## src/sv/cfp_pkg.sv

```systemverilog
package cfp_pkg;

   localparam int FRAME_MAX_DEFAULT = 10;

   localparam int BYTE_W   = 8;
   localparam int OFFS_W   = 9;
   localparam int CSR_AW   = 4;
   localparam int CSR_DW   = 32;
   localparam int REQ_DW   = 8;
   localparam int RSP_DW   = 24;
   localparam int RSP_UW   = 2;
   localparam int WINDOW_N = 4;

   localparam logic [BYTE_W-1:0] HEADER_FIRST_RST    = 8'h2C;
   localparam logic [BYTE_W-1:0] HEADER_SECOND_RST   = 8'h12;
   localparam logic [BYTE_W-1:0] END_MARKER_RST      = 8'h5B;
   localparam logic [BYTE_W-1:0] MAGNITUDE_LIMIT_RST = 8'd180;

   localparam logic [BYTE_W-1:0] SIGN_POSITIVE = 8'd1;

   typedef enum logic [1:0] {
      REG_HEADER_FIRST    = 2'd0,
      REG_HEADER_SECOND   = 2'd1,
      REG_END_MARKER      = 2'd2,
      REG_MAGNITUDE_LIMIT = 2'd3
   } reg_index_type;

   typedef struct packed {
      logic [BYTE_W-1:0] header_first;
      logic [BYTE_W-1:0] header_second;
      logic [BYTE_W-1:0] end_marker;
      logic [BYTE_W-1:0] magnitude_limit;
   } csr_regs_type;

   function automatic logic [OFFS_W-1:0] signed_mag(input logic [BYTE_W-1:0] sign,
                                                    input logic [BYTE_W-1:0] mag);
      logic [OFFS_W-1:0] m;
      m = {1'b0, mag};
      if (sign == SIGN_POSITIVE) begin
         signed_mag = m;
      end else begin
         signed_mag = OFFS_W'(-m);
      end
   endfunction

endpackage

```

## src/sv/camera_offset_frame_parser.sv

```systemverilog
// Channel   Dir  Payload
// req_*     in   tdata[7:0] rx_byte
// rsp_*     out  tdata[8:0] x_offset, [17:9] y_offset; tuser[0] updated, [1] marker end
// csr_*     in   APB, registers at 0x0 0x4 0x8 0xC, pready tied high
//
// A byte can be taken on every clock unless the result register stalls requests.
// The result register holds one frame result; every request stalls while it holds
// a result and rsp_tready is low.
// Synchronous reset clears parse state, held offsets and the result valid.
// Frame end shows on rsp in the cycle after the closing byte is taken.
module camera_offset_frame_parser
   import cfp_pkg::*;
#(
   parameter int FRAME_MAX = FRAME_MAX_DEFAULT
)(
   input  logic              clock,
   input  logic              reset,
   input  logic              req_tvalid,
   output logic              req_tready,
   input  logic [REQ_DW-1:0] req_tdata,   // [7:0] rx_byte
   output logic              rsp_tvalid,
   input  logic              rsp_tready,
   output logic [RSP_DW-1:0] rsp_tdata,   // [8:0] x_offset, [17:9] y_offset, rest zero
   output logic [RSP_UW-1:0] rsp_tuser,   // [0] offsets_updated, [1] ended_by_marker
   input  logic              csr_psel,
   input  logic              csr_penable,
   input  logic              csr_pwrite,
   input  logic [CSR_AW-1:0] csr_paddr,
   input  logic [CSR_DW-1:0] csr_pwdata,
   output logic [CSR_DW-1:0] csr_prdata,
   output logic              csr_pready
);

   csr_regs_type      regs;
   logic [OFFS_W-1:0] rsp_x;
   logic [OFFS_W-1:0] rsp_y;
   logic              rsp_updated;
   logic              rsp_by_marker;

   cfp_csr u_csr (
      .clock       (clock),
      .reset       (reset),
      .csr_psel    (csr_psel),
      .csr_penable (csr_penable),
      .csr_pwrite  (csr_pwrite),
      .csr_paddr   (csr_paddr),
      .csr_pwdata  (csr_pwdata),
      .csr_prdata  (csr_prdata),
      .csr_pready  (csr_pready),
      .regs        (regs)
   );

   cfp_core #(
      .FRAME_MAX (FRAME_MAX)
   ) u_core (
      .clock         (clock),
      .reset         (reset),
      .regs          (regs),
      .req_tvalid    (req_tvalid),
      .req_tready    (req_tready),
      .req_byte      (req_tdata[BYTE_W-1:0]),
      .rsp_tvalid    (rsp_tvalid),
      .rsp_tready    (rsp_tready),
      .rsp_x         (rsp_x),
      .rsp_y         (rsp_y),
      .rsp_updated   (rsp_updated),
      .rsp_by_marker (rsp_by_marker)
   );

   assign rsp_tdata = {{(RSP_DW - 2*OFFS_W){1'b0}}, rsp_y, rsp_x};
   assign rsp_tuser = {rsp_by_marker, rsp_updated};

endmodule

```

## src/sv/cfp_csr.sv

```systemverilog
module cfp_csr
   import cfp_pkg::*;
(
   input  logic              clock,
   input  logic              reset,
   input  logic              csr_psel,
   input  logic              csr_penable,
   input  logic              csr_pwrite,
   input  logic [CSR_AW-1:0] csr_paddr,
   input  logic [CSR_DW-1:0] csr_pwdata,
   output logic [CSR_DW-1:0] csr_prdata,
   output logic              csr_pready,
   output csr_regs_type      regs
);

   csr_regs_type  regs_ff;
   csr_regs_type  regs_in;
   reg_index_type index;
   logic          write_en;

   assign index    = reg_index_type'(csr_paddr[CSR_AW-1:2]);
   assign write_en = csr_psel && csr_penable && csr_pwrite;

   always_comb begin
      regs_in = regs_ff;
      if (write_en) begin
         unique case (index)
            REG_HEADER_FIRST:    regs_in.header_first    = csr_pwdata[BYTE_W-1:0];
            REG_HEADER_SECOND:   regs_in.header_second   = csr_pwdata[BYTE_W-1:0];
            REG_END_MARKER:      regs_in.end_marker      = csr_pwdata[BYTE_W-1:0];
            REG_MAGNITUDE_LIMIT: regs_in.magnitude_limit = csr_pwdata[BYTE_W-1:0];
            default:             regs_in = regs_ff;
         endcase
      end
   end

   always_ff @(posedge clock) begin
      if (reset) begin
         regs_ff.header_first    <= HEADER_FIRST_RST;
         regs_ff.header_second   <= HEADER_SECOND_RST;
         regs_ff.end_marker      <= END_MARKER_RST;
         regs_ff.magnitude_limit <= MAGNITUDE_LIMIT_RST;
      end else begin
         regs_ff <= regs_in;
      end
   end

   always_comb begin
      csr_prdata = '0;
      unique case (index)
         REG_HEADER_FIRST:    csr_prdata[BYTE_W-1:0] = regs_ff.header_first;
         REG_HEADER_SECOND:   csr_prdata[BYTE_W-1:0] = regs_ff.header_second;
         REG_END_MARKER:      csr_prdata[BYTE_W-1:0] = regs_ff.end_marker;
         REG_MAGNITUDE_LIMIT: csr_prdata[BYTE_W-1:0] = regs_ff.magnitude_limit;
         default:             csr_prdata = '0;
      endcase
   end

   assign csr_pready = 1'b1;
   assign regs       = regs_ff;

endmodule

```

## src/sv/cfp_core.sv

```systemverilog
module cfp_core
   import cfp_pkg::*;
#(
   parameter int FRAME_MAX = FRAME_MAX_DEFAULT
)(
   input  logic              clock,
   input  logic              reset,
   input  csr_regs_type      regs,
   input  logic              req_tvalid,
   output logic              req_tready,
   input  logic [BYTE_W-1:0] req_byte,
   output logic              rsp_tvalid,
   input  logic              rsp_tready,
   output logic [OFFS_W-1:0] rsp_x,
   output logic [OFFS_W-1:0] rsp_y,
   output logic              rsp_updated,
   output logic              rsp_by_marker
);

   localparam int CNT_W = $clog2(FRAME_MAX + 1);
   localparam logic [CNT_W-1:0] CNT_LAST   = CNT_W'(FRAME_MAX - 1);
   localparam logic [CNT_W-1:0] CNT_WINDOW = CNT_W'(WINDOW_N);
   localparam logic [CNT_W-1:0] CNT_ONE    = CNT_W'(1);
   localparam logic [CNT_W-1:0] CNT_TWO    = CNT_W'(2);

   typedef enum logic [1:0] {
      PH_IDLE,
      PH_HDR1,
      PH_DATA,
      PH_DONE
   } phase_type;

   phase_type         phase_ff, phase_in;
   logic [CNT_W-1:0]  count_ff, count_in;
   logic [BYTE_W-1:0] window_ff [WINDOW_N];
   logic [BYTE_W-1:0] window_in [WINDOW_N];
   logic [OFFS_W-1:0] held_x_ff, held_x_in;
   logic [OFFS_W-1:0] held_y_ff, held_y_in;
   logic              rsp_valid_ff, rsp_valid_in;
   logic [OFFS_W-1:0] rsp_x_ff, rsp_x_in;
   logic [OFFS_W-1:0] rsp_y_ff, rsp_y_in;
   logic              rsp_updated_ff, rsp_updated_in;
   logic              rsp_marker_ff, rsp_marker_in;

   logic take;
   logic store;
   logic emit;
   logic is_marker;
   logic in_range;

   assign req_tready = !rsp_valid_ff || rsp_tready;
   assign take       = req_tvalid && req_tready;
   assign is_marker  = (req_byte == regs.end_marker);
   assign in_range   = (count_ff >= CNT_WINDOW)
                    && (window_ff[1] < regs.magnitude_limit)
                    && (window_ff[3] < regs.magnitude_limit);

   always_comb begin
      phase_in       = phase_ff;
      count_in       = count_ff;
      held_x_in      = held_x_ff;
      held_y_in      = held_y_ff;
      store          = 1'b0;
      emit           = 1'b0;
      rsp_x_in       = rsp_x_ff;
      rsp_y_in       = rsp_y_ff;
      rsp_updated_in = rsp_updated_ff;
      rsp_marker_in  = rsp_marker_ff;
      if (take) begin
         unique case (phase_ff)
            PH_IDLE, PH_DONE: begin
               phase_in = PH_IDLE;
               count_in = '0;
               if (req_byte == regs.header_first) begin
                  store    = 1'b1;
                  count_in = CNT_ONE;
                  phase_in = PH_HDR1;
               end
            end
            PH_HDR1: begin
               if (req_byte == regs.header_second) begin
                  store    = 1'b1;
                  count_in = CNT_TWO;
                  phase_in = PH_DATA;
               end else begin
                  count_in = '0;
                  phase_in = PH_IDLE;
               end
            end
            PH_DATA: begin
               store    = 1'b1;
               count_in = count_ff + CNT_ONE;
               if (is_marker || count_ff >= CNT_LAST) begin
                  emit          = 1'b1;
                  phase_in      = PH_DONE;
                  rsp_x_in      = held_x_ff;
                  rsp_y_in      = held_y_ff;
                  rsp_updated_in = in_range;
                  rsp_marker_in = is_marker;
                  if (in_range) begin
                     held_x_in = signed_mag(window_ff[0], window_ff[1]);
                     held_y_in = signed_mag(window_ff[2], window_ff[3]);
                     rsp_x_in  = held_x_in;
                     rsp_y_in  = held_y_in;
                  end
               end
            end
            default: phase_in = PH_IDLE;
         endcase
      end
   end

   always_comb begin
      for (int i = 0; i < WINDOW_N; i++) begin
         window_in[i] = window_ff[i];
      end
      if (store) begin
         for (int i = 0; i < WINDOW_N - 1; i++) begin
            window_in[i] = window_ff[i+1];
         end
         window_in[WINDOW_N-1] = req_byte;
      end
   end

   always_comb begin
      rsp_valid_in = rsp_valid_ff;
      if (emit) begin
         rsp_valid_in = 1'b1;
      end else if (rsp_tready) begin
         rsp_valid_in = 1'b0;
      end
   end

   always_ff @(posedge clock) begin
      if (reset) begin
         phase_ff     <= PH_IDLE;
         count_ff     <= '0;
         held_x_ff    <= '0;
         held_y_ff    <= '0;
         rsp_valid_ff <= 1'b0;
      end else begin
         phase_ff     <= phase_in;
         count_ff     <= count_in;
         held_x_ff    <= held_x_in;
         held_y_ff    <= held_y_in;
         rsp_valid_ff <= rsp_valid_in;
      end
      window_ff      <= window_in;
      rsp_x_ff       <= rsp_x_in;
      rsp_y_ff       <= rsp_y_in;
      rsp_updated_ff <= rsp_updated_in;
      rsp_marker_ff  <= rsp_marker_in;
   end

   assign rsp_tvalid    = rsp_valid_ff;
   assign rsp_x         = rsp_x_ff;
   assign rsp_y         = rsp_y_ff;
   assign rsp_updated   = rsp_updated_ff;
   assign rsp_by_marker = rsp_marker_ff;

   a_idle_count: assert property (@(posedge clock) disable iff (reset)
      phase_ff == PH_IDLE |-> count_ff == '0)
      else $error("count not cleared in idle");

   a_data_count: assert property (@(posedge clock) disable iff (reset)
      phase_ff == PH_DATA |-> (count_ff >= CNT_TWO && count_ff <= CNT_LAST))
      else $error("frame count out of range");

   a_result_held: assert property (@(posedge clock) disable iff (reset)
      rsp_valid_ff |-> (rsp_x_ff == held_x_ff && rsp_y_ff == held_y_ff))
      else $error("pending result disagrees with held offsets");

   a_result_phase: assert property (@(posedge clock) disable iff (reset)
      $rose(rsp_valid_ff) |-> phase_ff == PH_DONE)
      else $error("result raised outside frame end");

endmodule
```

## config.mk

```make
export PLATFORM = sky130hd
export DESIGN_NAME = camera_offset_frame_parser
export DESIGN_NICKNAME = d
export VERILOG_FILES = /design/src/sv/cfp_pkg.sv /design/src/sv/camera_offset_frame_parser.sv /design/src/sv/cfp_csr.sv /design/src/sv/cfp_core.sv
export SDC_FILE = /design/constraint.sdc
export NUM_CORES = 1
export LEC_CHECK = 0
export BUFFER_PORTS_ARGS = -buffer_cell sky130_fd_sc_hd__buf_2
export CORE_UTILIZATION = 55
export CTS_BUF_LIST = sky130_fd_sc_hd__clkbuf_2
export DETAILED_ROUTE_END_ITERATION = 12
export PLACE_DENSITY_LB_ADDON = 0.05
export REMOVE_ABC_BUFFERS = 1
export SYNTH_ARGS = -nofsm -noshare
export SYNTH_HDL_FRONTEND = slang
export SYNTH_HIERARCHICAL = 1
export SYNTH_SLANG_ARGS = --single-unit
```

## constraint.sdc

```tcl
create_clock -name clock -period 4.3 [get_ports clock]
set_input_delay 0.86 -clock clock [delete_from_list [all_inputs] [get_ports clock]]
set_output_delay 0.86 -clock clock [all_outputs]
set_load 0.03 [all_outputs]
```

==> results, run 1 <==
- The flow ran to the end, and the final reports show no timing, DRC or antenna violations.
- The horizontal extent of the die is 104 microns.
- Buffers inserted to repair hold after CTS numbered 0.
- The share of total power in sequential cells is 63.5%.
- The worst register-to-register path has a setup slack of 1320 ps.
- The number of antenna-violating nets in the routed design is 0.
- The top cell types in the final layout, fill and taps aside, are 57 x sky130_fd_sc_hd__dfxtp_1, 54 x sky130_fd_sc_hd__buf_2, 52 x sky130_fd_sc_hd__edfxtp_1, 35 x sky130_fd_sc_hd__nor2_1, 31 x sky130_fd_sc_hd__conb_1.
- The core footprint is 9950 sq um.
- The critical path launch point type is a register.
- After routing, the total negative slack on setup checks comes to 0 ps.
- The die is 104 microns tall.
- For the finished layout, the period the worst path requires is 2980 ps.
- The buffers inserted during post-CTS setup optimization is 0.
- The relative slew slack is 13.4%.
- The library cell used most frequently in the layout, excluding fill and tap cells, is sky130_fd_sc_hd__dfxtp_1.
- The number of vias after detailed routing is 3963.
- The destination of the worst register-to-register timing path is u_core/rsp_x[8]$_DFFE_PP_.
- From synthesis to final layout, the design area changed by 5.35%.
- The capture endpoint of the worst hold path is u_core/held_x_ff[8]$_SDFFE_PP0P_.
- After technology mapping, the gate count stands at 524.
- The root buffer selected by CTS is sky130_fd_sc_hd__clkbuf_2.
- The most used flip-flop cell after synthesis is sky130_fd_sc_hd__dfxtp_1.
- Summed over all layers, the global routing overflow is 0.
- The final-stage net count is 634.
- By area the synthesized netlist is led by sky130_fd_sc_hd__edfxtp_1 27%, sky130_fd_sc_hd__dfxtp_1 20%, sky130_fd_sc_hd__mux2i_1 4.9%.
- The post-route fraction of the period consumed by the critical path is 69.4%.
- The count of buffers inserted at the top-level ports is 54.
- The final antenna diode count is 0.
- Setup repair after global routing left no endpoint under its margin.
- The average size of a mapped cell is 11.0 sq um.
- Along the worst path, the maximum fanout reaches 19.
- The number of buffer and inverter instances along the worst setup path is 1.
- The peak clock frequency supported by timing is 335 MHz.
- The global-route wire length before repair is 18900 microns.
- The weighted congestion reported at the end of routability-driven placement is 0.830.
- The proportion of total power due to net switching is 28.5%.
- The data arrival time at the worst-slack endpoint is 3360 ps.
- The hold path depth is 2.
- The internal power is 1240 uW.
- The largest total area in the synthesized netlist belongs to sky130_fd_sc_hd__edfxtp_1.
- The floorplan has 36 rows.
- The via count of the first global-routing pass came to 3774.
- The largest net degree at the start of global routing is 72.
- The share of synthesized flip-flops with an asynchronous set or reset is 0%.
- The cell family contributing the most delay on the critical path is compound AO/OA/AOI/OAI gates.
- The analysis attributes to cell leakage a power of 0.00224 uW.
- The H-tree was split into 3 levels.
- The worst hold path belongs to the class reg2reg.
- The number of cells on the worst reg-to-reg path is 7.
- The path type of the worst setup path is reg2reg.
- The unique cell type count in the Yosys netlist is 53.
- The critical path's largest stage delay is 580 ps.
- The peak ir drop on the vdd network is 151 uV.
- At the pin with the least slew margin, the transition time is 1290 ps.
- In this run the cell area of the synthesized design comes to 5750 sq um.
- After layout, the design draws a total of 1740 uW.
- For this configuration, the core starts out at a cell density of 57.8%.
- The critical path goes through ha_1, a211oi_1, o21ai_1, a22o_1, or3_1, buf_4, mux2_4.
- The number of top-level pins is 112.
- Summed over all layers, the routed wires come to 11600 microns.
- Dividing total power by cell area gives a power density of 287 nW/um^2.
- The worst register-to-register path begins at u_core/window_ff[2]$_DFFE_PP_.
- The clock-pin slew on the worst setup and hold paths is 320 ps.
- In the final layout, the share of cells above drive strength 1 is 18.2%.
- The number of detailed-routing iterations run before antenna repair is 5.
- The die covers 10900 sq um.
- The number of buffers on the longest clock path is 2.
- The clock network latency to the later pin of the worst-skew pair is 580 ps.
- The post-DP HPWL is 8250 microns.
- The number of max-cap violations is 0.
- The sequential cell area fraction in the yosys report is 47.0%.
- The max-slew violation total from the final report is 0.
- The number of antenna violations at the first check in global routing is 0.
- The total count of hold-check failures in the final report was 0.
- Counting buffers and inverters, the worst setup path is 7 cells deep.
- The worst path required time is 4670 ps.
- The Yosys step of the flow raised 6 warnings.
- The flip-flop and latch count after synthesis is 109.
- Setup violations remaining at the end of the flow were counted as 0.
- The clock network is responsible for 26.7% of the overall power.
- The final-layout fill cell count is 843.
- The number of sinks driven by the clock tree is 109.
- Dividing the detail-routed via count by the number of cells gives 5.66.
- Of the total power, combinational logic draws 9.9%.
- After detailed routing, the average wire length per cell comes to 16.6 microns.
- Clock tree synthesis inserted a total of 9 buffers.
- Across the routed clock network, the largest skew measured is 19.2 ps.
- The area fraction of the dominant cell type after synthesis is 27.2%.
- Among all stages on the critical path, the largest delay is contributed by sky130_fd_sc_hd__edfxtp_1.
- STA classifies the critical path endpoint as a register.
- The overall routing resource usage is 22.2%.
- After the first detailed-routing iteration, the DRC count stood at 160.
- The number of design rule violations left after detail routing is 0.
- The switching power is 495 uW.
- The CTS tree is done.
- The hold path startpoint is u_core/held_x_ff[8]$_SDFFE_PP0P_.
- The count of flip-flops with a built-in enable after synthesis is 52.
- The post-cts sizing count is 0.
[Yosys cell counts (8+ instances only)]
library cell,n
sky130_fd_sc_hd__buf_4,34
sky130_fd_sc_hd__mux2i_1,28
sky130_fd_sc_hd__mux2_2,11
sky130_fd_sc_hd__xnor2_1,29
sky130_fd_sc_hd__nor3_1,20
sky130_fd_sc_hd__clkbuf_1,16
sky130_fd_sc_hd__nor2_1,36
sky130_fd_sc_hd__inv_1,19
sky130_fd_sc_hd__a21oi_1,13
sky130_fd_sc_hd__edfxtp_1,52
sky130_fd_sc_hd__dfxtp_1,57
sky130_fd_sc_hd__ha_1,21
sky130_fd_sc_hd__mux2_4,8
sky130_fd_sc_hd__nand4_1,10
sky130_fd_sc_hd__nor4_1,17
sky130_fd_sc_hd__nand2b_1,27
sky130_fd_sc_hd__a31oi_1,15
sky130_fd_sc_hd__o21ai_0,11
[worst min-delay path, delay by kind of cell (launching register included)]
family             cells  cell delay, ps
DFF                    1             380
AOI/OAI and AO/OA      2             120
[how the worst max path moves through the flow]
| stage | start | slack, ps | to |
|---|---|---|---|
| floorplan | req_tdata[2] | 1090 | u_core/window_ff[0]$_DFFE_PP_ |
| global placement | req_tdata[0] | 1280 | u_core/rsp_y[0]$_DFFE_PP_ |
| detailed placement | req_tdata[2] | 1210 | u_core/rsp_y[0]$_DFFE_PP_ |
| CTS | u_core/window_ff[5]$_DFFE_PP_ | 1310 | u_core/rsp_x[4]$_DFFE_PP_ |
| global route | u_core/window_ff[2]$_DFFE_PP_ | 1120 | u_core/rsp_x[4]$_DFFE_PP_ |
| finish | u_core/window_ff[2]$_DFFE_PP_ | 1320 | u_core/rsp_x[8]$_DFFE_PP_ |
[state kept, by name, summed over array words and instances (netlist names)]
name and flops:
u_core/count_ff 4, u_core/rsp_y 9, u_core/rsp_x 9, u_core/held_x_ff 9, u_core/window_ff 32, u_core/rsp_tvalid 1
u_core/rsp_updated 1, u_core/rsp_by_marker 1, u_core/phase_ff 2, u_csr/regs 32, u_core/held_y_ff 9
[layer usage]
| layer | wire [microns] | part of all wire (%) | vias to the layer above | global-route usage, % |
|---|---|---|---|---|
| met2 | 5810 | 50 | 110 | 38.3 |
| met5 | 0 | 0 | - | 0 |
| li1 | - | - | 1929 | - |
| met3 | 487 | 4.2 | 17 | 3.63 |
| met4 | 206 | 1.8 | 0 | 6.53 |
| met1 | 5110 | 44 | 1907 | 28.6 |
[cell type report]
class | instances | area, sq um | area share (%)
Multi-Input combinational cell | 365 | 2710 | 44.7
Tap cell | 133 | 166 | 2.75
Clock inverter | 7 | 66.3 | 1.09
Timing Repair Buffer | 58 | 300 | 4.96
Clock buffer | 9 | 45.0 | 0.743
Inverter | 19 | 71.3 | 1.18
Sequential cell | 109 | 2700 | 44.6
[power by group through the flow]
| stage | sequential [uW] | clock, uW | combinational, uW |
|---|---|---|---|
| after CTS | 1100 | 474 | 172 |
| after detailed placement | 1120 | 0 | 171 |
| final | 1100 | 464 | 172 |
| after global routing | 1110 | 518 | 186 |
| after global placement | 1120 | 0 | 169 |
| after floorplan | 1120 | 0 | 116 |
[kinds of logic after synthesis]
| logic type | after synthesis | share of synthesized area [%] |
|---|---|---|
| AND/OR/NAND/NOR | 150 | 14.4 |
| flip-flops | 109 | 47.0 |
| buffers and inverters | 78 | 7.81 |
| AO/OA/AOI/OAI | 72 | 8.18 |
| multiplexers | 55 | 12.4 |
| XOR/XNOR | 36 | 5.48 |
| adder cells (fa/ha/maj) | 21 | 4.57 |
| other | 3 | 0.196 |
[through the flow]
| stage | utilization (%) | hold WS, ps | cell area [sq um] | cells | setup slack (ps) |
|---|---|---|---|---|---|
| detailed placement | 59.7 | 432 | 5950 | 684 | 1210 |
| CTS | 60.9 | 468 | 6060 | 700 | 1310 |
| global placement | 59.7 | 434 | 5950 | 684 | 1280 |
| floorplan | - | 418 | 5480 | 493 | 1090 |
| finish | 60.9 | 493 | 6060 | 700 | 1320 |
| global route | 60.9 | 453 | 6060 | 700 | 1120 |
No activity file was read; power rests on OpenSTA's default activity.
==> inputs of run 2 (changes only) <==
==> constraint.sdc (replaced) <==
create_clock -name clock -period 3.1 [get_ports clock]
set_input_delay 0.62 -clock clock [delete_from_list [all_inputs] [get_ports clock]]
set_output_delay 0.62 -clock clock [all_outputs]
set_load 0.03 [all_outputs]
==> results, run 2 (same netlist as run 1, synthesis figures left out) <==
- The static power due to leakage is 0.00228 uW (+1.8%).
- The overall routing resource usage is 22.3% (+0.11 points).
- The buffers inserted during post-CTS setup optimization came to 0 (unchanged).
- The total count of hold-check failures in the final report is 0 (unchanged).
- The detailed-route vias per instance was 5.65 (-0.18%).
- The share of cells above drive strength 1 is 19.3% (+1.1 points).
- The post-route fraction of the period consumed by the critical path was 85.0% (+16 points).
- The number of buffers created by CTS came to 9 (unchanged).
- The weighted congestion reported at the end of routability-driven placement is 0.864 (+4.1%).
- The maximum clock skew at final layout is 38.5 ps (+19.4 ps).
- STA classifies the critical path startpoint as a register.
- The worst path required time came to 3530 ps (-1140 ps).
- The setup TNS after final layout came to 0 ps (unchanged).
- The storage element area was 2700 sq um (unchanged).
- The number of sinks driven by the clock tree is 109 (unchanged).
- The post-DP HPWL is 8590 microns (+4.1%).
- The largest net degree at the start of global routing is 53 (-26%).
- The total power after layout is 2430 uW (+39%).
- The count of endpoints failing setup in the final report is 0 (unchanged).
- The global-route wire length before repair is 18800 microns (-0.55%).
- The number of buffers on the longest clock path is 2 (unchanged).
- The internal power is 1780 uW (+43%).
- The floorplan row count came to 36 (unchanged).
- The min-delay analysis places its worst path in the category in2reg.
- The path type of the worst setup path is reg2reg.
- The clock network fraction of total power is 27.0% (+0.3 points).
- The final antenna diode count is 0 (unchanged).
- The worst setup path is captured at a register.
- The count of buffers inserted at the top-level ports came to 54 (unchanged).
- The final-stage net count was 642 (+1.3%).
- The library cell used most frequently in the layout, excluding fill and tap cells, is sky130_fd_sc_hd__dfxtp_1.
- The core footprint is 9950 sq um (unchanged).
- The data arrival time at the worst-slack endpoint is 3070 ps (-290 ps).
- The switching power is 644 uW (+30%).
- The post-route worst hold slack is 276 ps (-217 ps).
- The relative slew slack is 46.5% (+33 points).
- The via count of the first global-routing pass came to 3831 (+1.5%).
- The root buffer selected by CTS is sky130_fd_sc_hd__clkbuf_2.
- Setup repair after global routing left no endpoint under its margin.
- The flow ran to the end, and the final reports show no timing, DRC or antenna violations.
- The number of max-cap violations was 0 (unchanged).
- The number of antenna-violating nets in the routed design was 0 (unchanged).
- The hold buffer count at cts is 0 (unchanged).
- The critical-path maximum fanout is 18 (-1).
- The peak ir drop on the vdd network was 191 uV (+26%).
- The clock network latency to the later pin of the worst-skew pair is 570 ps (about the same).
- The number of detailed-routing iterations run before antenna repair was 6 (+1).
- The clock-pin slew on the worst setup and hold paths was 300 ps (-20 ps).
- The library cells used most frequently in the layout, excluding fill and tap cells, are 57 x sky130_fd_sc_hd__dfxtp_1, 54 x sky130_fd_sc_hd__buf_2, 52 x sky130_fd_sc_hd__edfxtp_1, 35 x sky130_fd_sc_hd__nor2_1, 31 x sky130_fd_sc_hd__conb_1.
- The peak clock frequency supported by timing was 379 MHz (+13%).
- The share of total power in sequential cells was 63.1% (-0.4 points).
- The slew at the pin closest to its max-slew limit is 802 ps (-490 ps).
- The vertical die dimension is 104 microns (unchanged).
- The routed length per placed instance is 16.6 microns (+0.30%).
- The maximum level of the CTS H-tree is 3 (unchanged).
- The number of design rule violations left after detail routing was 0 (unchanged).
- The total overflow reported by the global router is 0 (unchanged).
- The power density over the cells is 396 nW/um^2 (+38%).
- The post-cts sizing count is 0 (unchanged).
- The proportion of total power due to net switching came to 26.5% (-1.9 points).
- The number of top-level pins is 112 (unchanged).
- The number of antenna violations at the first check in global routing is 0 (unchanged).
- The max-slew violation total from the final report came to 0 (unchanged).
- The CTS tree is done.
- The full die area is 10900 sq um (unchanged).
- The final core area utilization is 61.5% (+0.67 points).
- The starting utilization of the core area was 57.8% (unchanged).
- The number of vias after detailed routing was 4001 (+0.96%).
- The horizontal extent of the die came to 104 microns (unchanged).
- The area growth from synthesis to layout is 6.51%.
- The final-layout fill cell count is 865 (+2.6%).
- The iteration-0 DRC count of the detailed router is 144 (-10%).
- The time the final worst path needs with I/O delays and setup came to 2640 ps (-346 ps).
- The combinational fraction of design power is 9.9% (about the same).
- The total length of routed wires came to 11800 microns (+1.4%).
- The area taken by multi-input logic gates was 2710 sq um (unchanged).
-- run 2: cell count changes in the layout (fill, tap and decap cells not counted), sizes merged --
| cell | before | now |
|---|---|---|
| inv | 24 | 21 |
| clkinvlp | 0 | 2 |
| bufinv | 0 | 1 |
| buf | 58 | 66 |
-- run 2: routing by layer --
layer	wire length, microns	part of all wire [%]	vias up	GRT usage (%)
li1	-	-	1941	-
met1	4970	42	1930	26.9
met2	6070	51	115	40.0
met3	521	4.4	15	3.95
met4	227	1.9	0	7.55
met5	0	0	-	0
-- run 2: power groups by stage --
stage	clock network, uW	logic, uW	registers [uW]
floorplan	0	161	1550
global placement	0	237	1560
detailed placement	0	239	1560
CTS	674	241	1530
global route	726	261	1530
finish	655	241	1530
-- run 2: worst paths after layout --
path,slack [ps],cells past startpoint,end,start
worst max register to register,460,6,u_core/held_x_ff[0]$_SDFFE_PP0P_,u_core/window_ff[21]$_DFFE_PP_
worst min-delay path,280,3,u_csr/regs[28]$_SDFFE_PP0P_,csr_pwdata[4]
worst max-delay path,460,6,u_core/held_x_ff[0]$_SDFFE_PP0P_,u_core/window_ff[21]$_DFFE_PP_
worst min register to register,470,0,u_core/window_ff[21]$_DFFE_PP_,u_core/window_ff[13]$_DFFE_PP_
-- run 2: stage by stage --
step	instance area, sq um	cells	setup WS (ps)
floorplan	5480	493	125
global placement	6010	692	553
detailed placement	6010	692	521
CTS	6120	708	463
global route	6120	708	354
finish	6120	708	463
-- run 2: area by class of cell --
type	instances	area share (%)
multi-input cells	365	44.2
well taps	133	2.72
flip-flops and latches	109	44.1
inverters	19	1.16
clock buffers	9	0.735
clock inverters	7	1.18
repair buffers	66	5.88
-- run 2: worst max-delay path, stage by stage (launching register included) --
cell and delay, ps:
sky130_fd_sc_hd__edfxtp_1 570, sky130_fd_sc_hd__ha_1 330, sky130_fd_sc_hd__a211oi_1 220, sky130_fd_sc_hd__o221ai_1 220
sky130_fd_sc_hd__or3_1 730, sky130_fd_sc_hd__o31ai_1 330, sky130_fd_sc_hd__a21oi_1 100
==> inputs of run 3 (changes only) <==
--- a/config.mk
+++ b/config.mk
@@ -6,12 +6,11 @@
 export NUM_CORES = 1
 export LEC_CHECK = 0
 export BUFFER_PORTS_ARGS = -buffer_cell sky130_fd_sc_hd__buf_2
-export CORE_UTILIZATION = 55
+export CORE_UTILIZATION = 30
 export CTS_BUF_LIST = sky130_fd_sc_hd__clkbuf_2
 export DETAILED_ROUTE_END_ITERATION = 12
 export PLACE_DENSITY_LB_ADDON = 0.05
 export REMOVE_ABC_BUFFERS = 1
 export SYNTH_ARGS = -nofsm -noshare
 export SYNTH_HDL_FRONTEND = slang
-export SYNTH_HIERARCHICAL = 1
 export SYNTH_SLANG_ARGS = --single-unit
==> results, run 3 <==
- The hold buffer count at cts was 0 (unchanged).
- For this design, the slowest cell found on the critical path is sky130_fd_sc_hd__edfxtp_1.
- The area fraction of the dominant cell type after synthesis is 28.3% (+1.2 points).
- The slew at the pin closest to its max-slew limit was 699 ps (-103 ps).
- The max-slew violation total from the final report is 0 (unchanged).
- Summed over all instances, the cell type with the most area after synthesis is sky130_fd_sc_hd__edfxtp_1.
- The synthesized instance count was 518 (-1.1%).
- The number of detailed-routing iterations run before antenna repair came to 4 (-2).
- The number of placed instances with taps included is 787 (+14%).
- The largest net degree at the start of global routing is 39 (-26%).
- The number of antenna-violating nets in the routed design is 0 (unchanged).
- The share of cells above drive strength 1 was 19.5% (+0.21 points).
- The startpoint identified for the worst hold timing path is csr_pwdata[5].
- The iteration-0 DRC count of the detailed router was 158 (+9.7%).
- The critical-path maximum fanout was 19 (+1).
- The global-route wire length before repair is 19500 microns (+3.3%).
- The final-layout fill cell count came to 1859 (+110%).
- The routed length per placed instance is 15.3 microns (-7.8%).
- The worst path required time is 3480 ps (-50 ps).
- The average size of a mapped cell is 10.6 sq um (-3.0%).
- The count of buffers inserted at the top-level ports is 54 (unchanged).
- The critical path's largest stage delay is 520 ps (-210 ps).
- The post-route worst hold slack is 263 ps (-12.9 ps).
- The commonest cells after synthesis are 75 x sky130_fd_sc_hd__nor2_1, 57 x sky130_fd_sc_hd__dfxtp_1, 52 x sky130_fd_sc_hd__edfxtp_1.
- The vertical die dimension came to 138 microns (+32%).
- The count of flip-flops with a built-in enable after synthesis is 52 (unchanged).
- The storage element area came to 2700 sq um (unchanged).
- The overall routing resource usage was 13.9% (-8.4 points).
- The unique cell type count in the Yosys netlist is 45 (-15%).
- The sequential cell area fraction in the yosys report is 49.0% (+2.0 points).
- The post-route fraction of the period consumed by the critical path is 84.6% (-0.41 points).
- The peak ir drop on the vdd network is 173 uV (-9.0%).
- The count of endpoints failing setup in the final report is 0 (unchanged).
- The floorplan row count came to 49 (+36%).
- The data arrival time at the worst-slack endpoint is 3010 ps (-60 ps).
- In the layout the commonest cells are 75 x sky130_fd_sc_hd__nor2_1, 57 x sky130_fd_sc_hd__dfxtp_1, 54 x sky130_fd_sc_hd__buf_2, 52 x sky130_fd_sc_hd__edfxtp_1, 31 x sky130_fd_sc_hd__conb_1.
- Leaving out fill and tap cells, the most frequent cell in the layout is sky130_fd_sc_hd__nor2_1.
- The number of antenna violations at the first check in global routing was 1 (+1).
- The static power due to leakage is 0.00242 uW (+6.2%).
- The post-cts sizing count is 0 (unchanged).
- The number of sinks driven by the clock tree is 109 (unchanged).
- The number of buffers on the longest clock path came to 2 (unchanged).
- The root buffer cell chosen for the clock tree is sky130_fd_sc_hd__clkbuf_2.
- The cell depth of the worst flop-to-flop path came to 6 (unchanged).
- The total length of routed wires is 12400 microns (+4.9%).
- The clock network latency to the later pin of the worst-skew pair came to 600 ps (+30 ps).
- The area taken by multi-input logic gates was 2500 sq um (-7.5%).
- Yosys instantiated no cell more often than sky130_fd_sc_hd__nor2_1.
- The horizontal extent of the die is 138 microns (+32%).
- The setup path with the least slack is of type reg2reg.
- The buffers inserted during post-CTS setup optimization was 0 (unchanged).
- The hold path depth is 2 (-1).
- The relative slew slack came to 53.4% (+6.9 points).
- The netlist area before placement is 5510 sq um (-4.1%).
- The share of synthesized flip-flops with an asynchronous set or reset was 0% (unchanged).
- The peak clock frequency supported by timing came to 381 MHz (+0.48%).
- The Yosys warning count is 0 (-6).
- The worst path setup slack after routing was 476 ps (+12.6 ps).
- The number of standard cells in the final layout excluding fillers is 806 (+14%).
- The weighted congestion reported at the end of routability-driven placement is 0.759 (-12%).
- After synthesis, the cell types taking the most area are sky130_fd_sc_hd__edfxtp_1 28%, sky130_fd_sc_hd__dfxtp_1 21%, sky130_fd_sc_hd__nor2_1 5.1%.
- The clock-pin slew on the worst setup and hold paths is 270 ps (-30 ps).
- The worst setup path is launched from a register.
- The number of top-level pins was 112 (unchanged).
- The worst-case setup slack after placement was 435 ps (-86.0 ps).
- The full die area is 18900 sq um (+74%).
- The total overflow reported by the global router was 0 (unchanged).
- The time the final worst path needs with I/O delays and setup is 2620 ps (-12.6 ps).
- The layout overhead on the synthesized area is 10.6%.
- The destination of the worst register-to-register timing path is u_core.rsp_x[8]$_DFFE_PP_.
- The signal on the critical path passes through ha_1, a2111oi_0, o221ai_1, a211oi_4, buf_4, mux2_2.
- The post-DP HPWL came to 8940 microns (+4.1%).
- Setup repair after global routing left no endpoint under its margin.
- The number of buffers created by CTS came to 9 (unchanged).
- The flow ran to the end, and the final reports show no timing, DRC or antenna violations.
- The maximum clock skew at final layout came to 26.0 ps (-12.6 ps).
- The worst-case register-to-register setup slack is 480 ps (about the same).
- The critical register-to-register path startpoint is u_core.window_ff[7]$_DFFE_PP_.
- The final-stage net count is 641 (-0.16%).
- TritonCTS built the clock tree.
- The power density over the cells is 411 nW/um^2 (+3.8%).
- The path category of the worst min-delay check is in2reg.
- The via count of the first global-routing pass was 3590 (-6.3%).
- The number of design rule violations left after detail routing is 0 (unchanged).
- The number of max-cap violations is 0 (unchanged).
- The total count of hold-check failures in the final report is 0 (unchanged).
- The detailed-route vias per instance is 4.53 (-20%).
- The maximum level of the CTS H-tree came to 3 (unchanged).
- The most used flip-flop cell after synthesis is sky130_fd_sc_hd__dfxtp_1.
- The worst setup path is captured at a register.
- For hold timing, the worst endpoint is u_csr.regs[29]$_SDFFE_PP1P_.
- The flip-flop and latch count after synthesis is 109 (unchanged).
- The core footprint is 18000 sq um (+80%).
- The starting utilization of the core area is 30.7% (-27 points).
- The number of vias after detailed routing is 3655 (-8.6%).
==> run 3: worst max-delay path by stage <==
stage                             startpoint  cells after the start                                to
3_5_place_dp   u_core.window_ff[7]$_DFFE_PP_                      6         u_core.rsp_x[8]$_DFFE_PP_
6_report       u_core.window_ff[7]$_DFFE_PP_                      6         u_core.rsp_x[8]$_DFFE_PP_
2_1_floorplan  u_core.window_ff[7]$_DFFE_PP_                      6  u_core.held_x_ff[7]$_SDFFE_PP0P_
3_3_place_gp   u_core.window_ff[7]$_DFFE_PP_                      6         u_core.rsp_y[8]$_DFFE_PP_
4_1_cts        u_core.window_ff[7]$_DFFE_PP_                      6         u_core.rsp_x[8]$_DFFE_PP_
5_1_grt        u_core.window_ff[7]$_DFFE_PP_                      6         u_core.rsp_x[8]$_DFFE_PP_
==> run 3: stage by stage <==
step | TNS (ps) | total power, uW | instance area (sq um) | util (%)
2_1_floorplan | -19170 | 1710 | 5280 | -
3_3_place_gp | 0 | 1800 | 5960 | 33.2
3_5_place_dp | 0 | 1800 | 5960 | 33.2
4_1_cts | 0 | 2560 | 6090 | 33.9
5_1_grt | 0 | 2620 | 6090 | 33.9
6_report | 0 | 2510 | 6100 | 33.9
==> run 3: kinds of logic (layout without fill, tap and decap cells) <==
logic type / count (synthesis) / after routing / synth area share, %
other cells: 2 / 34 / 0.136
simple gates: 164 / 164 / 14.4
buf+inv: 81 / 108 / 7.99
xor+xnor: 36 / 36 / 5.72
compound gates: 62 / 62 / 7.42
flops: 109 / 109 / 49.0
mux: 43 / 43 / 10.6
fa+ha+maj: 21 / 21 / 4.77
==> run 3: metal layers <==
layer	share of wire (%)	up-vias	global-route usage (%)
li1	-	1837	-
met1	48	1742	17.9
met2	47	64	22.9
met3	3.1	12	2.72
met4	1.4	0	5.49
met5	0	-	0
==> run 3: area by class of cell <==
type,count,share of cell area (%)
sequential,109,44.3
multi-input combinational,357,41.1
timing repair buffer,65,5.99
tap,229,4.70
inverter,27,1.66
clock inverter,5,1.23
clock buffer,11,0.903
antenna,3,0.123
==> run 3: critical path, delay by kind of cell (launching register included) <==
kind,cells,cell delay (ps)
compound gates,3,930
flops,1,520
mux,1,360
fa+ha+maj,1,320
buf+inv,1,290
==> run 3: power by group <==
group | switching, uW | internal [uW] | leakage [uW]
Combinational | 167 | 70.6 | 0.00141
Clock | 466 | 269 | 0.0000857
Sequential | 15.0 | 1520 | 0.000921
